<file path="src/hw/rtl/cvc_pkg.sv">
// Shared constants and types of the convex volume cull test.
package cvc_pkg;

  // Default sizes of the datapath.
  localparam int MAX_PLANES_DEF  = 6;
  localparam int COORD_BITS_DEF  = 24;
  localparam int NORMAL_BITS_DEF = 12;

  // Configuration register map: planes take indexes 0 to PLANE_REGS-1.
  localparam int PLANE_REGS = 6;
  localparam int CFG_IDX_W  = 3;
  localparam int ACTIVE_W   = 3;
  localparam logic [CFG_IDX_W-1:0] REG_ACTIVE = 3'd6;

  // A plane with a zero normal and w of 256, which passes everything.
  localparam int PLANE_RESET  = 256;
  localparam logic [ACTIVE_W-1:0] ACTIVE_RESET = 3'd6;

  // Primitive kinds; the unused code is tested like a point.
  localparam int KIND_W = 2;
  localparam logic [KIND_W-1:0] KIND_POINT  = 2'd0;
  localparam logic [KIND_W-1:0] KIND_SPHERE = 2'd1;
  localparam logic [KIND_W-1:0] KIND_BOX    = 2'd2;

  // Control that travels with each request from one cell to the next.
  typedef struct packed {
    logic valid;   // the stage holds a request
    logic in_vol;  // no plane tested so far rejects it
    logic chk;     // the attached products belong to an active plane
  } ctrl_t;

endpackage

</file>
<file path="src/hw/rtl/cvc_cell.sv">
// One cell of the plane chain: finishes the previous plane, starts its own.
module cvc_cell #(
  parameter int COORD_BITS  = cvc_pkg::COORD_BITS_DEF,
  parameter int NORMAL_BITS = cvc_pkg::NORMAL_BITS_DEF,
  localparam int PW    = 3 * NORMAL_BITS + COORD_BITS,
  localparam int EW    = COORD_BITS - 1,
  localparam int PAY_W = cvc_pkg::KIND_W + 3 * COORD_BITS + 4 * EW,
  localparam int AW    = COORD_BITS + 1,
  localparam int PRW   = NORMAL_BITS + AW,
  localparam int TW    = COORD_BITS + 1
) (
  input  logic                   clk,
  input  logic                   rst_n,
  input  logic [PW-1:0]          plane_i,
  input  logic                   active_i,
  input  cvc_pkg::ctrl_t         up_ctrl_i,
  input  logic [PAY_W-1:0]       up_pay_i,
  input  logic [3*PRW-1:0]       up_prod_i,
  input  logic signed [TW-1:0]   up_thr_i,
  output logic                   up_ready_o,
  output cvc_pkg::ctrl_t         dn_ctrl_o,
  output logic [PAY_W-1:0]       dn_pay_o,
  output logic [3*PRW-1:0]       dn_prod_o,
  output logic signed [TW-1:0]   dn_thr_o,
  input  logic                   dn_ready_i
);

  localparam int SW   = PRW + 2;
  localparam int FRAC = NORMAL_BITS - 2;

  cvc_pkg::ctrl_t ctrl_r, ctrl_nxt;
  logic [PAY_W-1:0]     pay_r;
  logic [3*PRW-1:0]     prod_r, prod_nxt;
  logic signed [TW-1:0] thr_r, thr_nxt;

  logic [cvc_pkg::KIND_W-1:0]  kind;
  logic [COORD_BITS-1:0]       coord [3];
  logic [EW-1:0]               ext [3];
  logic [EW-1:0]               rad;
  logic signed [NORMAL_BITS-1:0] nrm [3];
  logic signed [AW-1:0]        adj [3];
  logic signed [TW-1:0]        radsel;
  logic signed [SW-1:0]        sdist, thr_sh;
  logic                        reject;

  // Payload layout: kind, center x/y/z, radius, extent x/y/z from bit 0 up.
  always_comb begin
    kind = up_pay_i[cvc_pkg::KIND_W-1:0];
    for (int a = 0; a < 3; a++) begin
      coord[a] = up_pay_i[cvc_pkg::KIND_W + a*COORD_BITS +: COORD_BITS];
      ext[a]   = up_pay_i[cvc_pkg::KIND_W + 3*COORD_BITS + (a+1)*EW +: EW];
      nrm[a]   = $signed(plane_i[PW-1-a*NORMAL_BITS -: NORMAL_BITS]);
    end
    rad = up_pay_i[cvc_pkg::KIND_W + 3*COORD_BITS +: EW];
  end

  // For a box, the extent is folded into the coordinate on the side that
  // faces the plane, so one product per axis covers the corner distance.
  always_comb begin
    for (int a = 0; a < 3; a++) begin
      adj[a] = $signed({coord[a][COORD_BITS-1], coord[a]});
      if (kind == cvc_pkg::KIND_BOX) begin
        if (nrm[a][NORMAL_BITS-1]) begin
          adj[a] = $signed({coord[a][COORD_BITS-1], coord[a]}) + $signed({2'b00, ext[a]});
        end else begin
          adj[a] = $signed({coord[a][COORD_BITS-1], coord[a]}) - $signed({2'b00, ext[a]});
        end
      end
    end
    for (int a = 0; a < 3; a++) begin
      prod_nxt[a*PRW +: PRW] = PRW'(nrm[a] * adj[a]);
    end
    radsel  = (kind == cvc_pkg::KIND_SPHERE) ? $signed({2'b00, rad}) : '0;
    thr_nxt = $signed({plane_i[COORD_BITS-1], plane_i[COORD_BITS-1:0]}) + radsel;
  end

  // Compare for the plane of the previous cell.
  always_comb begin
    sdist = SW'($signed(up_prod_i[0 +: PRW])) + SW'($signed(up_prod_i[PRW +: PRW]))
          + SW'($signed(up_prod_i[2*PRW +: PRW]));
    thr_sh = SW'(up_thr_i) <<< FRAC;
    reject = up_ctrl_i.chk && (sdist > thr_sh);
    ctrl_nxt.valid  = up_ctrl_i.valid;
    ctrl_nxt.in_vol = up_ctrl_i.in_vol && !reject;
    ctrl_nxt.chk    = active_i;
  end

  assign up_ready_o = !ctrl_r.valid || dn_ready_i;

  always_ff @(posedge clk) begin
    if (!rst_n) begin
      ctrl_r <= '0;
    end else if (up_ready_o) begin
      ctrl_r <= ctrl_nxt;
    end
  end

  always_ff @(posedge clk) begin
    if (up_ready_o && up_ctrl_i.valid) begin
      pay_r  <= up_pay_i;
      prod_r <= prod_nxt;
      thr_r  <= thr_nxt;
    end
  end

  assign dn_ctrl_o = ctrl_r;
  assign dn_pay_o  = pay_r;
  assign dn_prod_o = prod_r;
  assign dn_thr_o  = thr_r;

endmodule

</file>
<file path="config.mk">
export PLATFORM = sky130hd
export DESIGN_NAME = cvc_cell
export DESIGN_NICKNAME = d
export VERILOG_FILES = /design/src/hw/rtl/cvc_pkg.sv /design/src/hw/rtl/cvc_cell.sv
export SDC_FILE = /design/constraint.sdc
export NUM_CORES = 2
export LEC_CHECK = 0
export ABC_CLOCK_PERIOD_IN_PS = 22800
export BUFFER_PORTS_ARGS = -buffer_cell sky130_fd_sc_hd__buf_2
export CAP_MARGIN = 20
export CORE_UTILIZATION = 45
export CTS_CLUSTER_SIZE = 28
export DETAILED_ROUTE_END_ITERATION = 7
export GPL_TIMING_DRIVEN = 0
export PLACE_DENSITY = 0.72
export SYNTH_ARGS = -nofsm -noshare
export SYNTH_HDL_FRONTEND = slang
export SYNTH_SLANG_ARGS = --single-unit
</file>
<file path="constraint.sdc">
create_clock -name clk -period 22.8 [get_ports clk]
set_input_delay 5.7 -clock clk [delete_from_list [all_inputs] [get_ports clk]]
set_output_delay 5.7 -clock clk [all_outputs]
set_load 0.1 [all_outputs]
</file>
# After elaboration in Yosys (flattened, before gate mapping)
# Index checks and enable logic that the tools add are counted.
# op_classes
addsub	9
n_mul	3
n_lt_le_gt_ge	1
n_eq_ne	2
n_mux	7
n_reduce_logical	6
# op_table
operator	n
$mux 25	6
$mul 12x25->37	3
$add 24x24->25	4
$sub 24x24->25	3
$add 38x37->39	1
$gt 39x35->1	1
$add 37x37->38	1
$mux 23	1
$logic_and 1x1->1	3
$eq 2x1->1 const B	1
$eq 2x2->1 const B	1
$logic_not 1->1	2
$logic_or 1x1->1	1
# word_totals
reg_bits	305
in_bits	369
out_inout_bits	306
word_cells	34

# Depth between registers and ports, before layout
# logic_depth
ltp_word	6
ltp_mapped	39
mapped_depth_nobuf	38

# Worst setup path after synthesis
# Ideal clock, no wire load.
# synth_timing
path_type	input -> register
startpoint	input dn_ready_i
endpoint	register pay_r[0], in the netlist dn_pay_o[0] (enable)
setup_ns	0.699
arrival_ns	13.717
t_required_ns	22.101
setup_slack_ns	8.385
cell_stages	3
path_buffers	1
cell_sequence	nand2b_1 -> clkbuf_1 -> and2_1
# synth_between
elab_chain_cells	2
# synth_rtl
element	line	text
start, declared	cvc_cell.sv:25	input logic dn_ready_i
$logic_or 1x1->1	cvc_cell.sv:88	assign up_ready_o = !ctrl_r.valid || dn_ready_i;
named net up_ready_o	cvc_cell.sv:20	output logic up_ready_o,
$logic_and 1x1->1	cvc_cell.sv:99	if (up_ready_o && up_ctrl_i.valid) begin
end signal, assigned	cvc_cell.sv:100	pay_r <= up_pay_i;
end, declared	cvc_cell.sv:32	logic [PAY_W-1:0] pay_r;
# The timed path passes the listed nets, and every way through them passes these cells.
# A chain may end at the register's enable or synchronous reset.

# Worst setup path after layout
# layout_timing
startpoint	input plane_i[47]
endpoint	register prod_r[73], in the netlist dn_prod_o[73], data pin
# layout_between
elab_chain_cells	3
# layout_rtl
element	line	text
start, declared	cvc_cell.sv:14	input logic [PW-1:0] plane_i,
$mux 25	cvc_cell.sv:63	if (nrm[a][NORMAL_BITS-1]) begin
$mux 25	cvc_cell.sv:62	if (kind == cvc_pkg::KIND_BOX) begin
$mul 12x25->37 *	cvc_cell.sv:71	prod_nxt[a*PRW +: PRW] = PRW'(nrm[a] * adj[a]);
named net prod_nxt[73]	cvc_cell.sv:33	logic [3*PRW-1:0] prod_r, prod_nxt;
end signal, assigned	cvc_cell.sv:101	prod_r <= prod_nxt;
end, declared	cvc_cell.sv:33	
# The timed path passes the listed nets; every way through them passes the cells marked *.

==> metrics.md <==
| Metric | Value |
|---|---|
| Largest cells by area after synthesis | `sky130_fd_sc_hd__fa_1 (34%), sky130_fd_sc_hd__edfxtp_1 (18%), sky130_fd_sc_hd__ha_1 (10%)` |
| Number of port buffers | `between 600 and 700` |
| Family with the most delay on the worst path | `compound AO/OA/AOI/OAI gates` |
| Final count of pins violating max slew | `0` |
| Cell area after layout | `approximately 56,000 µm²` |
| Die area | `112,000 µm²` |
| Synthesized flop and latch total | `between 300 and 400` |
| Required time reported for the critical path endpoint | `~23 ns` |
| Type of the worst setup path | `input pin to flip-flop` |
| Routed via count | `between 30,000 and 40,000` |
| Syn_nets | `a little under 7,000` |
| Buffers plus inverters on the worst setup path | `7` |
| Via density | `roughly 5.4` |
| Largest stage delay, worst path | `between 0.7 and 0.8 ns` |
| Final cell count without fillers | `~7,500` |
| Highest fanout seen on the critical path | `10` |
| Arrival time worst endpoint | `around 16 ns` |
| Number of buffers inserted for hold repair after clock tree synthesis | `0` |
| Total gr overflow | `0` |
| Placeable Area | `around 110,000 µm²` |
| # nets final | `7,553` |
| Fraction of final layout cells with drive strength greater than 1 | `between 10% and 20%` |
| Y dimension of the die | `around 330 µm` |
| Hold path cells | `2` |
| # Max-Cap Violations | `0` |
| Most common library cell in the layout ignoring fill and taps | `sky130_fd_sc_hd__inv_1` |
| First-pass GRT wire length | `about 230,000 µm` |
| CP Capture Type | `flip-flop` |
| Post-DP HPWL | `132,000 µm` |
| Total number of yosys warnings | `0` |
| Post-placement cell count | `between 7,000 and 8,000` |
| EDFF count, synth | `302` |
| X dimension of the die | `roughly 330 µm` |
| Average routed wire per standard cell | `20.6 µm` |
| Sort of element at the start of the critical path | `input pin` |
| Netlist area before placement | `49,700 µm²` |
| Maximum count of clock buffers along a single path | `3` |
| Area post-placement | `between 50,000 and 60,000 µm²` |
| Global-route usage over all layers | `27.5%` |
| Number of DRC violations after detailed-routing iteration 0 | `2,689` |
| Total clock buffers created by CTS | `36` |
| Unrepaired setup endpoints after global routing | `no` |
| Via count of the first global-routing pass | `about 40,000` |
| Netlist cell types | `75` |
| Gate count of the mapped netlist | `approximately 5,200` |
| Cell taking the most area after synthesis | `sky130_fd_sc_hd__fa_1` |
| Post-detailed-routing wire length | `about 150,000 µm` |
| Max_slew headroom | `about a quarter` |
| CTS Root Cell | `sky130_fd_sc_hd__clkbuf_16` |
| Final design utilization | `between 50% and 60%` |
| Area growth from synthesis to layout | `13.5%` |
| Final worst path period share | `69.3%` |
| Post-CTS clock slew at the launch and capture registers of the worst setup and hold paths | `~0.06 ns` |
| Setup TNS Final | `0 ns` |
| Most frequently used flop master after synthesis | `sky130_fd_sc_hd__edfxtp_1` |
| Clock network latency to the later pin of the worst-skew pair | `between 0.6 and 0.7 ns` |
| Global placement routability congestion | `around 1.0` |
| Total stage count of the critical path | `35` |
| Pin count of the biggest net entering global routing | `79` |
| Drt first pass iters | `7` |
| Slew at the pin closest to its max-slew limit | `between 1 and 1.5 ns` |
| R2r worst-path depth | `5` |
| PostCTS Resize Cnt | `0` |
| Area share of the largest cell type after synthesis | `34.1%` |
| Top-level I/O count | `just under 700` |
| Number of endpoints with negative hold slack in the final report | `0` |
| Antenna-violating nets left | `0` |
| Highest clock rate | `approximately 63 MHz` |
| Initial antenna violation count | `30` |
| Sequential share of the synthesized area | `18.4%` |
| Total of endpoints with negative setup slack in the final report | `0` |
| Async S/R FF share, synth | `0%` |
| Run status | `finished clean` |
| Number of sinks on the clock net | `between 300 and 400` |
| Slowest stage cell, crit path | `sky130_fd_sc_hd__a2111oi_0` |
| DRC viols | `0` |
| Maximum level of the CTS H-tree | `2` |
| Site Rows | `about 120` |
| Fin Clk Skew | `~0.038 ns` |
| Starting Density | `about 46%` |
| Number of buffers inserted by post-CTS setup repair | `0` |
| Clock tree from TritonCTS | `done` |
| Mean instance size in the synthesized netlist | `around 9.5 µm²` |
| Hold Crit Class | `flip-flop to flip-flop` |
| Tmin final | `about 16 ns` |
| Most frequent cells in the layout | `sky130_fd_sc_hd__inv_1 (947), sky130_fd_sc_hd__fa_1 (846), sky130_fd_sc_hd__nand2_1 (717)` |
-- kinds of logic after synthesis --
group | synth area share [%]
compound gates | 9.02
xor+xnor | 4.99
fa+ha+maj | 44.2
buf+inv | 8.66
flops | 18.4
mux | 0.333
simple gates | 14.4
-- cells in the mapped netlist (103+ instances only) --
cell type	instances
sky130_fd_sc_hd__inv_1	947
sky130_fd_sc_hd__fa_1	846
sky130_fd_sc_hd__nand2_1	717
sky130_fd_sc_hd__ha_1	401
sky130_fd_sc_hd__edfxtp_1	302
sky130_fd_sc_hd__and2_1	297
sky130_fd_sc_hd__nor2_1	216
sky130_fd_sc_hd__a21oi_1	203
sky130_fd_sc_hd__clkbuf_1	181
sky130_fd_sc_hd__o21ai_0	171
sky130_fd_sc_hd__xnor2_1	167
sky130_fd_sc_hd__xor2_1	116
sky130_fd_sc_hd__a21o_1	103
-- final cells by class --
type	count	area (µm²)
fillers	9977	52800
diodes	17	42.5
flip-flops and latches	305	9130
clock buffers	41	920
clock inverters	24	338
multi-input cells	3772	36200
plain buffers	197	743
repair buffers	677	3540
inverters	948	3560
well taps	1476	1850
-- worst reg2reg max path, cell delays in order, from the launching register on --
cell and delay [ns]:
sky130_fd_sc_hd__dfxtp_1 0.31, sky130_fd_sc_hd__nand2b_1 0.06, sky130_fd_sc_hd__clkbuf_1 0.32, sky130_fd_sc_hd__and2_4 0.56, sky130_fd_sc_hd__buf_16 0.42, sky130_fd_sc_hd__buf_16 0.40
-- state kept, by name (all words and copies together), names as in the netlist --
register and cells:
dn_prod_o 111, dn_thr_o 25, dn_ctrl_o 3, dn_pay_o 166
-- per-stage QoR --
stage               worst slack, ns  hold WS [ns]
CTS                            7.29         0.581
floorplan                      8.38         0.982
global route                   6.62         0.616
global placement               6.00         0.495
detailed placement             6.69         0.531
finish                         7.01         0.607
-- layer usage --
| metal | global-route usage (%) | part of all wire [%] | up-vias |
|---|---|---|---|
| li1 | - | - | 18004 |
| met1 | 34.3 | 39 | 19955 |
| met2 | 45.6 | 47 | 1695 |
| met3 | 5.61 | 8.7 | 323 |
| met4 | 13.3 | 5.2 | 10 |
| met5 | 0 | 0.037 | - |
-- worst paths after layout --
path	startpoint	end	slack, ns
min	dn_ctrl_o[0]$_SDFFE_PN0N_	dn_ctrl_o[0]$_SDFFE_PN0N_	0.61
max	plane_i[47]	dn_prod_o[73]$_DFFE_PP_	7.01
max reg2reg	dn_ctrl_o[2]$_SDFFE_PN0N_	dn_pay_o[67]$_DFFE_PP_	20.25
min reg2reg	dn_ctrl_o[0]$_SDFFE_PN0N_	dn_ctrl_o[0]$_SDFFE_PN0N_	0.61
Power is left out: the tool's default activity adds up to more than one toggle a clock period on the data nets, which glitch-free logic cannot reach.
